==> config.mk <==
export PLATFORM = sky130hd
export DESIGN_NAME = tri2d_queue
export DESIGN_NICKNAME = d
export VERILOG_FILES = /design/src/sv/tri2d_pkg.sv /design/src/sv/tri2d_queue.sv
export SDC_FILE = /design/constraint.sdc
export NUM_CORES = 1
export LEC_CHECK = 0
export ABC_CLOCK_PERIOD_IN_PS = 5000
export BUFFER_PORTS_ARGS = -buffer_cell sky130_fd_sc_hd__buf_2
export CAP_MARGIN = 20
export CORE_AREA = 2 2 323 325
export DETAILED_ROUTE_END_ITERATION = 6
export DIE_AREA = 0 0 325 327
export PLACE_DENSITY = 0.46
export SYNTH_ARGS = -nofsm -noshare
export SYNTH_HDL_FRONTEND = slang
export SYNTH_SLANG_ARGS = --single-unit
==> constraint.sdc <==
create_clock -name clk -period 5 [get_ports clk]
set_clock_uncertainty 0.2 [all_clocks]
set_input_delay 0.75 -clock clk [delete_from_list [all_inputs] [get_ports clk]]
set_output_delay 0.75 -clock clk [all_outputs]
set_load 0.005 [all_outputs]
==> src/sv/tri2d_pkg.sv <==
`default_nettype none
package tri2d_pkg;

	// Coordinate width used inside the solver and fraction bits of the result.
	localparam int COORD_WIDTH = 16;
	localparam int FRAC_BITS   = 8;

	// Port field widths.
	localparam int IW = 16;
	localparam int PW = 32;

	// Derived internal widths.
	localparam int CW   = COORD_WIDTH;
	localparam int DW   = CW + 2;          // 2*(difference of coordinates)
	localparam int SQW  = 2 * CW;          // square of a coordinate
	localparam int CFW  = 2 * CW + 3;      // right-hand sides c and f
	localparam int DENW = 2 * DW;          // denominator
	localparam int NUMW = CFW + DW;        // numerators
	localparam int DMW  = DENW - 1;        // denominator magnitude
	localparam int NMW  = NUMW - 1;        // numerator magnitude
	localparam int MW   = NMW + FRAC_BITS; // scaled numerator magnitude
	localparam int MXW  = (MW > PW) ? MW : PW + 1;
	localparam int HW   = MXW - PW;        // dividend bits above the quotient
	localparam int CMPW = (HW > DMW) ? HW : DMW;

	localparam int QDEPTH = 4;
	localparam int QAW    = 2;
	localparam int QCW    = QAW + 1;

	localparam logic [IW-1:0] IN_MASK = (COORD_WIDTH >= IW) ? {IW{1'b1}} :
		IW'((1 << COORD_WIDTH) - 1);

	typedef struct packed {
		logic [IW-1:0] anchor0_x;
		logic [IW-1:0] anchor0_y;
		logic [IW-1:0] anchor0_range;
		logic [IW-1:0] anchor1_x;
		logic [IW-1:0] anchor1_y;
		logic [IW-1:0] anchor1_range;
		logic [IW-1:0] anchor2_x;
		logic [IW-1:0] anchor2_y;
		logic [IW-1:0] anchor2_range;
	} in_t;

	typedef struct packed {
		logic signed [PW-1:0] pos_x;
		logic signed [PW-1:0] pos_y;
		logic                 degenerate;
		logic                 saturated;
	} out_t;

	// One division job: partial remainders, dividend/quotient shift words,
	// the divisor magnitude and the sign and overflow flags.
	typedef struct packed {
		logic [DMW-1:0] rem_x;
		logic [PW-1:0]  mq_x;
		logic [DMW-1:0] rem_y;
		logic [PW-1:0]  mq_y;
		logic [DMW-1:0] den;
		logic           neg_x;
		logic           neg_y;
		logic           ovf_x;
		logic           ovf_y;
		logic           degen;
	} div_op_t;

endpackage
`default_nettype wire

==> src/sv/tri2d_queue.sv <==
`default_nettype none
module tri2d_queue (
	input  wire logic               clk,
	input  wire logic               arst_n,
	input  wire logic               push,
	input  wire tri2d_pkg::div_op_t wdata,
	input  wire logic               pop,
	output logic                    full,
	output logic                    nonempty,
	output tri2d_pkg::div_op_t      rdata
);
	import tri2d_pkg::*;

	div_op_t        mem_q [QDEPTH];
	logic [QAW-1:0] wptr_q, rptr_q;
	logic [QCW-1:0] cnt_q;
	logic           do_pop;

	always_comb begin
		full     = (cnt_q == QCW'(QDEPTH));
		nonempty = (cnt_q != '0);
		rdata    = mem_q[rptr_q];
		do_pop   = pop & nonempty;
	end

	// Pointers and fill count.
	always_ff @(posedge clk or negedge arst_n) begin
		if (!arst_n) begin
			wptr_q <= '0;
			rptr_q <= '0;
			cnt_q  <= '0;
		end else begin
			if (push) begin
				wptr_q <= wptr_q + 1'b1;
			end
			if (do_pop) begin
				rptr_q <= rptr_q + 1'b1;
			end
			cnt_q <= cnt_q + QCW'(push) - QCW'(do_pop);
		end
	end

	// Entry storage.
	always_ff @(posedge clk) begin
		if (push) begin
			mem_q[wptr_q] <= wdata;
		end
	end

endmodule
`default_nettype wire

==> results of run 1 <==
[per-layer routing]
layer  routed length, um  up-vias  global-route usage (%)
li1                    -     5008                       -
met1               23500     6100                    13.2
met2               28700      306                    18.1
met3                3930      126                    4.07
met4                1570       26                    3.50
met5                 157        -                       0
[metrics by stage]
step | cells | total power (W) | worst slack [ps] | hold slack (ps)
after floorplan | 944 | 0.0111 | 1460 | 254
after global placement | 2674 | 0.0133 | 1780 | 311
after detailed placement | 2674 | 0.0134 | 1760 | 331
after CTS | 2821 | 0.0192 | 1030 | 46.8
after global routing | 2823 | 0.0197 | 975 | 71.4
final | 2825 | 0.0187 | 1260 | 129
[power breakdown]
group / switching [W] / internal, W / total [W] / leakage, nW
Clock: 0.00229 / 0.00337 / 0.00566 / 1.25
Combinational: 0.00261 / 0.00238 / 0.00499 / 2.87
Sequential: 0.000329 / 0.00770 / 0.00803 / 6.47
Total: 0.00523 / 0.0135 / 0.0187 / 10.6
[state kept, by name, indices dropped and copies added, names as in the netlist]
register,count
mem_q,696
cnt_q,3
rptr_q,2
wptr_q,2
[layout make-up]
type | count | area share (%)
repair buffers | 391 | 7.00
well taps | 1380 | 5.44
diodes | 3 | 0.0236
clock buffers | 107 | 7.09
inverters | 6 | 0.0709
multi-input cells | 196 | 13.0
clock inverters | 39 | 0.981
flip-flops and latches | 703 | 66.4
[kinds of logic (layout without fill, tap and decap cells)]
| family | count (synthesis) | count (layout) | share of synthesized area, % |
|---|---|---|---|
| xor gates and xnor gates | 5 | 5 | 0.172 |
| DFF | 703 | 703 | 82.6 |
| muxes | 174 | 174 | 15.4 |
| adders and majority gates | 7 | 7 | 0.373 |
| buffers and inverters | 45 | 543 | 1.26 |
| and+or+nand+nor | 7 | 7 | 0.162 |
| AOI/OAI and AO/OA | 3 | 3 | 0.0882 |
| other | 0 | 3 | 0 |
[what timing repair did]
action	in CTS	in global routing
hold endpoints to repair	7	0
hold buffers	1	0
setup buffers	0	0
[worst max-delay path by stage]
stage                                 end  slack (ps)
floorplan           mem_q[1][0]$_DFFE_PP_        1460
global placement                rdata[91]        1780
detailed placement             rdata[100]        1760
CTS                            rdata[100]        1030
global route                   rdata[100]         980
finish                         rdata[100]        1260
[cells in the final DEF (no fill, tap or decap)]
| cell type | instances |
|---|---|
| buf_12 | 12 |
| xor2_1 | 2 |
| or3_1 | 1 |
| o31a_1 | 1 |
| clkinv_4 | 4 |
| dfrtp_1 | 5 |
| buf_4 | 24 |
| clkinvlp_4 | 2 |
| bufinv_16 | 4 |
| inv_6 | 4 |
| fa_1 | 1 |
| o311ai_0 | 1 |
| clkbuf_16 | 87 |
| mux4_2 | 174 |
| clkbuf_1 | 20 |
| diode_2 | 3 |
| clkinv_2 | 10 |
| edfxtp_1 | 696 |
| buf_16 | 1 |
| dlygate4sd3_1 | 1 |
| and2_4 | 4 |
| inv_1 | 6 |
| xnor2_1 | 3 |
| dfrtp_4 | 2 |
| clkinv_1 | 15 |
| and3_1 | 1 |
| o21ai_0 | 1 |
| nand2_1 | 1 |
| ha_1 | 6 |
| buf_2 | 353 |
==> impl_results.md, run 1 <==
- Result of the run: finished clean
- Growth of design area from synthesis to finish: 24.5%
- Average via count per standard cell: 4.09
- Sort of element at the end of the critical path: primary output
- Root buffer selected by CTS: clkbuf_16
- Async SR Flop Fraction: 0.996%
- Synthesized area: 0.0255 sq mm
- TritonCTS sink count: 703
- Highest clock frequency the design can meet: 267 MHz
- Fillers: 9,924
- End of the worst register-to-register path: mem_q[1][77]$_DFFE_PP_
- DP Area: 0.0292 sq mm
- Starting density of the core: 24.8%
- Fraction of final layout cells with drive strength greater than 1: 47.2%
- Maximum number of pins on one net before global-route repair: 61
- Number of global-route vias before repair: 12,663
- Area of the multi-input gates: 0.00413 sq mm
- Highest ir drop seen on vdd: 0.000314 V
- Type of the worst min-delay path: in -> reg
- Highest cell delay on the worst timing path: 940 ps
- Top-level I/O count: 354
- Final Util: 30.9%
- Avg Synthesized Cell Area: 27.0 sq um
- Maximum number of buffers from clock root to sink: 3
- Placed wire-length estimate after detailed placement: 35,800 um
- WHS Path Cells: 1
- Core Footprint: 0.103 sq mm
- GRT Util Overall: 10.9%
- Global route total overflow: 0
- Setup CP Type: reg -> out
- Routed length per placed instance: 20.5 um
- Post-Layout Inst Area: 0.0318 sq mm
- Initial DRT Pass Iterations: 4
- Vias after detailed routing: 11,566
- Sum of buffers and inverters on the critical path: 2
- Fraction of the cycle the final worst path needs: 74.8%
- Number of port buffers: 353
- Number of gates on the worst path with buffers counted: 3
- Req. time, crit path: 4050 ps
- Count of flip-flops with a built-in enable after synthesis: 696
- CP Cell Sequence: buf_4 -> mux4_2 -> buf_2
- Aggregate routed wire length: 57,900 um
- Leakage Power: 10.6 nW
- Seq/Total Area, Yosys: 82.6%
- Power per unit of standard cell area: 588 mW/mm^2
- Number of nets still failing antenna checks after routing: 0
- Yosys top cell by area: edfxtp_1
- Most instantiated library cell after synthesis: edfxtp_1
- Slowest cell on the critical path: dfrtp_4
- Tightest Pin Transition: 985 ps
- Number of endpoints with negative hold slack in the final report: 0
- Seq cells post-synth: 703
- Post-synthesis cell type count: 20
- Clock buffers created by TritonCTS: 81
- Global placer's final weighted congestion: 0.698
- Share of Yosys cell area claimed by the top area cell type: 81.9%
- Source of the critical timing path: rptr_q[0]$_DFFE_PN0P_
- Count of instances resized after the clock tree is built: 0
- First-pass GRT wire length: 85,800 um
- Die outline width: 325 um
- Die Ht: 327 um
- Hold path startpoint: wdata[47]
- Setup repair after global routing missed its margin: no
- Count of final max-slew check failures: 0
- Syn_nets: 1,129
- Relative slew slack: 34.3%
- # setup viols final: 0
- Launching point of the worst reg2reg path: wptr_q[1]$_DFFE_PN0P_
- DRC: 0
- Gate count of the mapped netlist: 944
- Post-Route Setup TNS: 0 ps
- Cell depth of the worst flop-to-flop path: 4
- Count of yosys warnings during synthesis: 0
- Most frequent cells after synthesis: edfxtp_1, mux4_2, buf_2
- Sequential cell area: 0.0211 sq mm
- Number of DRC markers after the initial detailed-route iteration: 642
- Most frequently used flop master after synthesis: edfxtp_1
- Source-to-sink clock delay at the later pin of the worst-skew pair: 630 ps
- Max-cap violations: 0
- # nets final: 1,564
- Die area: 0.106 sq mm
- Worst-case hold path end point: mem_q[0][47]$_DFFE_PP_
- TritonCTS clock tree: built
- Final Critical Period: 3740 ps
- Row Count: 118
- Family with the most delay on the worst path: flip-flops
- Top area cells in the synthesized netlist: edfxtp_1, mux4_2, buf_6, dfrtp_1, buf_2
- Htree depth: 3
- Clock transition at the register clock pins on the worst setup and hold paths after CTS: 60 ps
- Peak fanout along the critical path: 30
- Arrival time of the worst setup path: 2790 ps
- Crit path launch type: flop
- Worst setup slack for register-to-register paths: 2540 ps
- Number of antenna violations at the first check in global routing: 16
Power figures use the tool's default switching activity.
==> run 2, diff against run 1 <==
--- a/config.mk
+++ b/config.mk
@@ -5,7 +5,7 @@
 export SDC_FILE = /design/constraint.sdc
 export NUM_CORES = 1
 export LEC_CHECK = 0
-export ABC_CLOCK_PERIOD_IN_PS = 5000
+export ABC_CLOCK_PERIOD_IN_PS = 3000
 export BUFFER_PORTS_ARGS = -buffer_cell sky130_fd_sc_hd__buf_2
 export CAP_MARGIN = 20
 export CORE_AREA = 2 2 323 325
==> constraint.sdc (replaced) <==
create_clock -name clk -period 3 [get_ports clk]
set_clock_uncertainty 0.2 [all_clocks]
set_input_delay 0.45 -clock clk [delete_from_list [all_inputs] [get_ports clk]]
set_output_delay 0.45 -clock clk [all_outputs]
set_load 0.005 [all_outputs]
==> impl_results.md, run 2 (synthesis results as in run 1) <==
- Max-cap violations: 0 (unchanged)
- Leading registers by flop count: mem_q (696), cnt_q (3) (unchanged)
- Pre-CTS WS: 557 ps (was 1760 ps)
- Aggregate routed wire length: 59,300 um (was 57,900 um)
- DRC: 0 (unchanged)
- Routed length per placed instance: 19.7 um (was 20.5 um)
- Number of global-route vias before repair: 13,715 (was 12,663)
- Average via count per standard cell: 4.09 (about the same)
- Highest clock frequency the design can meet: 344 MHz
- Type of the worst min-delay path: reg -> reg (was in -> reg)
- Number of nets still failing antenna checks after routing: 0 (unchanged)
- Slowest cell on the critical path: mux4_2 (was dfrtp_4)
- Maximum number of buffers from clock root to sink: 3 (unchanged)
- Relative slew slack: 59.0% (was 34.3%)
- Result of the run: finished clean (unchanged)
- Crit path launch type: flop (unchanged)
- Power per unit of standard cell area: 940 mW/mm^2 (was 588 mW/mm^2)
- Highest cell delay on the worst timing path: 580 ps (was 940 ps)
- Arrival time of the worst setup path: 2260 ps (was 2790 ps)
- Die Ht: 327 um (unchanged)
- Initial DRT Pass Iterations: 4 (unchanged)
- Peak fanout along the critical path: 12 (was 30)
- First-pass GRT wire length: 87,600 um (was 85,800 um)
- Final worst hold slack: 336 ps (was 129 ps)
- Fraction of the cycle the final worst path needs: 97.0%
- Number of DRC markers after the initial detailed-route iteration: 618 (was 642)
- Highest ir drop seen on vdd: 0.000501 V (was 0.000314 V)
- Die area: 0.106 sq mm (unchanged)
- Die outline width: 325 um (unchanged)
- Final worst-path setup slack: 89.3 ps (was 1260 ps)
- Clock transition at the register clock pins on the worst setup and hold paths after CTS: 60 ps (about the same)
- GRT Util Overall: 11.0% (was 10.9%)
- Number of port buffers: 353 (unchanged)
- Number of placed instances with taps included: 2,670 (was 2,674)
- Global placer's final weighted congestion: 0.684 (was 0.698)
- Starting density of the core: 24.8% (unchanged)
- TritonCTS sink count: 703 (unchanged)
- Register with the most flip-flops: mem_q (unchanged)
- Setup CP Type: reg -> out (unchanged)
- Source-to-sink clock delay at the later pin of the worst-skew pair: 620 ps (was 630 ps)
- Fraction of final layout cells with drive strength greater than 1: 41.9% (was 47.2%)
- Htree depth: 3 (unchanged)
- Number of endpoints with negative hold slack in the final report: 0 (unchanged)
- Sort of element at the end of the critical path: primary output (unchanged)
- Placed wire-length estimate after detailed placement: 34,300 um (was 35,800 um)
- Commonest non-fill, non-tap cell in the layout: edfxtp_1 (unchanged)
- Vias after detailed routing: 12,294 (was 11,566)
- Growth of design area from synthesis to finish: 32.4% (was 24.5%)
- Most frequent cells in the layout: edfxtp_1, buf_2, dlygate4sd3_1 (was edfxtp_1, buf_2, mux4_2)
- Global route total overflow: 0 (unchanged)
- # nets final: 1,747 (was 1,564)
- Max reg flops: 696 (unchanged)
- Core Footprint: 0.103 sq mm (unchanged)
- Number of antenna violations at the first check in global routing: 4 (was 16)
- Layout Cells excl Fill: 3,006 (was 2,825)
- Clock buffers created by TritonCTS: 82 (was 81)
- Sum of internal, switching and leakage power: 0.0317 W (was 0.0187 W)
- Tightest Pin Transition: 614 ps (was 985 ps)
- Root buffer selected by CTS: clkbuf_16 (unchanged)
- CP Cell Sequence: buf_16 -> buf_16 -> mux4_2 -> buf_6 (was buf_4 -> mux4_2 -> buf_2)
- CP dominant cell by count: buf_16
- Count of final max-slew check failures: 0 (unchanged)
- Row Count: 118 (unchanged)
- Setup repair after global routing missed its margin: yes (was no)
- Top-level I/O count: 354 (unchanged)
- # setup viols final: 0 (unchanged)
- Leakage Power: 11.4 nW (was 10.6 nW)
- Maximum number of pins on one net before global-route repair: 79 (was 61)
- Req. time, crit path: 2350 ps (was 4050 ps)
- Final Critical Period: 2910 ps
- TritonCTS clock tree: built (unchanged)
==> run 2: cell count changes in the layout (fill, tap and decap cells not counted), sizes merged <==
cell / delta
clkbuf: +2
clkinv: +1
dlygate4sd3: +177
clkinvlp: -1
buf: +4
bufinv: -1
diode: -2
inv: +1
==> run 2: worst max-delay path: cells and delay by family, from the launching register on <==
kind | cells | cell delay [ps]
mux | 1 | 580
buf+inv | 3 | 550
flops | 1 | 480
==> run 2: final timing paths <==
kind	slack, ps	depth (start not counted)	to	from
setup reg to reg	720	7	cnt_q[2]$_DFF_PN0_	cnt_q[1]$_DFF_PN0_
hold reg to reg	340	1	wptr_q[0]$_DFFE_PN0P_	wptr_q[0]$_DFFE_PN0P_
setup / recovery	90	4	rdata[132]	rptr_q[0]$_DFFE_PN0P_
min in group asynchronous	640	3	cnt_q[2]$_DFF_PN0_	arst_n
max in group asynchronous	1640	3	rptr_q[0]$_DFFE_PN0P_	arst_n
hold / removal	340	1	wptr_q[0]$_DFFE_PN0P_	wptr_q[0]$_DFFE_PN0P_
==> run 2: metal layers <==
metal	share of wire (%)	routed length (um)	GRT usage [%]
met5	0.049	29	0
met2	49	29200	18.4
met1	42	24700	13.5
met4	2.4	1410	3.48
met3	6.7	3980	3.77
==> run 2: area by class of cell <==
| class | instances | area, sq um |
|---|---|---|
| Tap cell | 1380 | 1730 |
| Fill cell | 9884 | 69100 |
| Antenna cell | 1 | 2.50 |
| Clock inverter | 39 | 312 |
| Sequential cell | 703 | 21100 |
| Timing Repair Buffer | 573 | 4320 |
| Inverter | 6 | 22.5 |
| Clock buffer | 108 | 2190 |
| Multi-Input combinational cell | 196 | 4130 |
==> run 2: stage by stage <==
step / utilization (%) / cell area (sq um) / setup TNS, ps
after detailed placement: 28.4 / 29200 / 0
after global placement: 28.4 / 29200 / 0
after global routing: 32.8 / 33800 / -401
final: 32.8 / 33800 / 0
after CTS: 32.8 / 33700 / -792
after floorplan: - / 25500 / 0
==> run 2: power by group <==
group / leakage [nW] / switching [W] / internal, W
sequential: 6.47 / 0.000416 / 0.0128
clock: 1.22 / 0.00386 / 0.00541
combinational: 3.73 / 0.00465 / 0.00458
total: 11.4 / 0.00893 / 0.0228
==> run 2: what timing repair did <==
action | 4_1_cts | 5_1_grt
endpoints found under the hold margin | 708 | 0
buffers inserted | 5 | 0
endpoints found under the setup margin | 119 | 48
gates cloned | 4 | 1
gates resized for setup | 16 | 6
hold buffers | 178 | 0
==> run 3, diff against run 2 <==
--- a/config.mk
+++ b/config.mk
@@ -9,9 +9,11 @@
 export BUFFER_PORTS_ARGS = -buffer_cell sky130_fd_sc_hd__buf_2
 export CAP_MARGIN = 20
 export CORE_AREA = 2 2 323 325
+export CTS_CLUSTER_DIAMETER = 100
 export DETAILED_ROUTE_END_ITERATION = 6
 export DIE_AREA = 0 0 325 327
 export PLACE_DENSITY = 0.46
+export RECOVER_POWER = 50
 export SYNTH_ARGS = -nofsm -noshare
 export SYNTH_HDL_FRONTEND = slang
 export SYNTH_SLANG_ARGS = --single-unit
==> constraint.sdc (replaced) <==
create_clock -name clk -period 3 [get_ports clk]
set_clock_uncertainty 0.2 [all_clocks]
set_input_delay 0.15 -clock clk [delete_from_list [all_inputs] [get_ports clk]]
set_output_delay 0.15 -clock clk [all_outputs]
set_load 0.005 [all_outputs]
==> impl_results.md, run 3 (synthesis results as in run 1) <==
- Result of the run: complete, but fails checks (was finished clean)
- Failing checks: max-capacitance violations, max-slew violations
- Tightest Pin Transition: 1520 ps (was 614 ps)
- Type of the worst min-delay path: in -> reg (was reg -> reg)
- Global placer's final weighted congestion: 0.679 (was 0.684)
- Sort of element at the end of the critical path: primary output (unchanged)
- CP Cell Sequence: buf_12 -> mux4_2 -> buf_2 (was buf_16 -> buf_16 -> mux4_2 -> buf_6)
- Root buffer selected by CTS: clkbuf_16 (unchanged)
- Source-to-sink clock delay at the later pin of the worst-skew pair: 630 ps (was 620 ps)
- TritonCTS clock tree: built (unchanged)
- Maximum number of pins on one net before global-route repair: 78 (was 79)
- # setup viols final: 0 (unchanged)
- Number of port buffers: 353 (unchanged)
- Peak fanout along the critical path: 48 (was 12)
- Met3 layer wire length in the routed design: 3690 um (was 3980 um)
- Routed length per placed instance: 19.2 um (was 19.7 um)
- Arrival time of the worst setup path: 2410 ps (was 2260 ps)
- Vias after detailed routing: 12,368 (was 12,294)
- Sum of internal, switching and leakage power: 0.0316 W (was 0.0317 W)
- Average via count per standard cell: 4.10 (was 4.09)
- Commonest non-fill, non-tap cell in the layout: edfxtp_1 (unchanged)
- Core Footprint: 0.103 sq mm (unchanged)
- Family with the most delay on the worst path: multiplexers (unchanged)
- Setup repair after global routing missed its margin: no (was yes)
- Count of final max-slew check failures: 49 (was 0)
- Max reg flops: 696 (unchanged)
- First-pass GRT wire length: 86,800 um (was 87,600 um)
- Hold path startpoint: wdata[38] (was wptr_q[0]$_DFFE_PN0P_)
- Layout Cells excl Fill: 3,018 (was 3,006)
- Number of endpoints with negative hold slack in the final report: 0 (unchanged)
- # nets final: 1,757 (was 1,747)
- Die area: 0.106 sq mm (unchanged)
- Req. time, crit path: 2650 ps (was 2350 ps)
- Setup CP Type: reg -> out (unchanged)
- Number of nets still failing antenna checks after routing: 0 (unchanged)
- Fraction of final layout cells with drive strength greater than 1: 31.8% (was 41.9%)
- Highest ir drop seen on vdd: 0.000539 V (was 0.000501 V)
- Placed wire-length estimate after detailed placement: 34,500 um (was 34,300 um)
- Highest metal layer used by the detailed router: met5 (unchanged)
- Fraction of the cycle the final worst path needs: 91.8% (was 97.0%)
- M1 WL: 23,800 um (was 24,700 um)
- Post-Route Setup TNS: 0 ps (unchanged)
- Global route total overflow: 0 (unchanged)
- Leading registers by flop count: mem_q (696), cnt_q (3) (unchanged)
- Number of placed instances with taps included: 2,677 (was 2,670)
- Count of instances resized after the clock tree is built: 0 (was 16)
- Number of antenna violations at the first check in global routing: 5 (was 4)
- Starting density of the core: 24.8% (unchanged)
- Aggregate routed wire length: 58,000 um (was 59,300 um)
- TritonCTS sink count: 703 (unchanged)
- Clock transition at the register clock pins on the worst setup and hold paths after CTS: 60 ps (about the same)
- Most frequent cells in the layout: edfxtp_1, buf_2, dlygate4sd3_1 (unchanged)
- Row Count: 118 (unchanged)
- Die Ht: 327 um (unchanged)
- Post-Layout Inst Area: 0.0336 sq mm (was 0.0338 sq mm)
- Slowest cell on the critical path: mux4_2 (unchanged)
- Clock buffers created by TritonCTS: 82 (unchanged)
- Growth of design area from synthesis to finish: 31.7% (was 32.4%)
- Sum of buffers and inverters on the critical path: 2 (was 3)
- Crit path launch type: flop (unchanged)
- Leakage Power: 11.0 nW (was 11.4 nW)
- Power per unit of standard cell area: 941 mW/mm^2 (was 940 mW/mm^2)
- Initial DRT Pass Iterations: 4 (unchanged)
- Source of the critical timing path: rptr_q[0]$_DFFE_PN0P_ (unchanged)
- Launching point of the worst reg2reg path: wptr_q[0]$_DFFE_PN0P_ (was cnt_q[1]$_DFF_PN0_)
- GRT Util Overall: 10.9% (was 11.0%)
- Maximum number of buffers from clock root to sink: 3 (unchanged)
- Final Util: 32.7% (was 32.8%)
- DP Area: 0.0293 sq mm (was 0.0292 sq mm)
- DRC: 0 (unchanged)
- Relative slew slack: -1.43% (was 59.0%)
- Register with the most flip-flops: mem_q (unchanged)
- Total met2 wirelength after detailed routing: 29,100 um (was 29,200 um)
- Max-cap violations: 1 (was 0)
- Htree depth: 3 (unchanged)
- Highest clock frequency the design can meet: 363 MHz (was 344 MHz)
- Number of DRC markers after the initial detailed-route iteration: 670 (was 618)
- Die outline width: 325 um (unchanged)
- Number of global-route vias before repair: 13,817 (was 13,715)
- Top-level I/O count: 354 (unchanged)
- Final Critical Period: 2760 ps (was 2910 ps)
- Highest cell delay on the worst timing path: 580 ps (about the same)
-- run 3: final cells by class --
type	count	area (sq um)
repair buffers	583	4070
flip-flops and latches	703	21100
inverters	6	22.5
multi-input cells	196	4130
diodes	2	5.00
clock inverters	42	377
fillers	9903	69300
clock buffers	106	2210
well taps	1380	1730
-- run 3: stage by stage --
step                hold WS [ps]  worst slack [ps]
detailed placement          -182               757
CTS                        0.219               101
global route                93.0              72.1
global placement            -189               757
floorplan                   -346               510
finish                       121               245
-- run 3: metal layers --
layer / track usage [%] / vias to the layer above
li1: - / 5393
met2: 18.6 / 301
met1: 13.1 / 6573
met3: 3.51 / 97
met5: 0 / -
met4: 3.66 / 4
-- run 3: power by group --
group          internal, W  leakage (nW)  switching [W]
Sequential          0.0128          6.47       0.000472
Combinational      0.00427          3.26        0.00449
Clock              0.00571          1.26        0.00384
-- run 3: timing repair --
action                                 4_1_cts  5_1_grt
hold buffers                               191        0
buffers inserted                             0        0
endpoints found under the hold margin      709        0
-- run 3: final timing paths --
check | slack, ps | endpoint | cells after the start
max | 240 | rdata[114] | 3
min | 120 | mem_q[1][38]$_DFFE_PP_ | 2
max reg2reg | 270 | mem_q[2][106]$_DFFE_PP_ | 4
min reg2reg | 350 | wptr_q[0]$_DFFE_PN0P_ | 1
max in group asynchronous | 1900 | rptr_q[1]$_DFFE_PN0P_ | 3
min in group asynchronous | 350 | cnt_q[1]$_DFF_PN0_ | 3
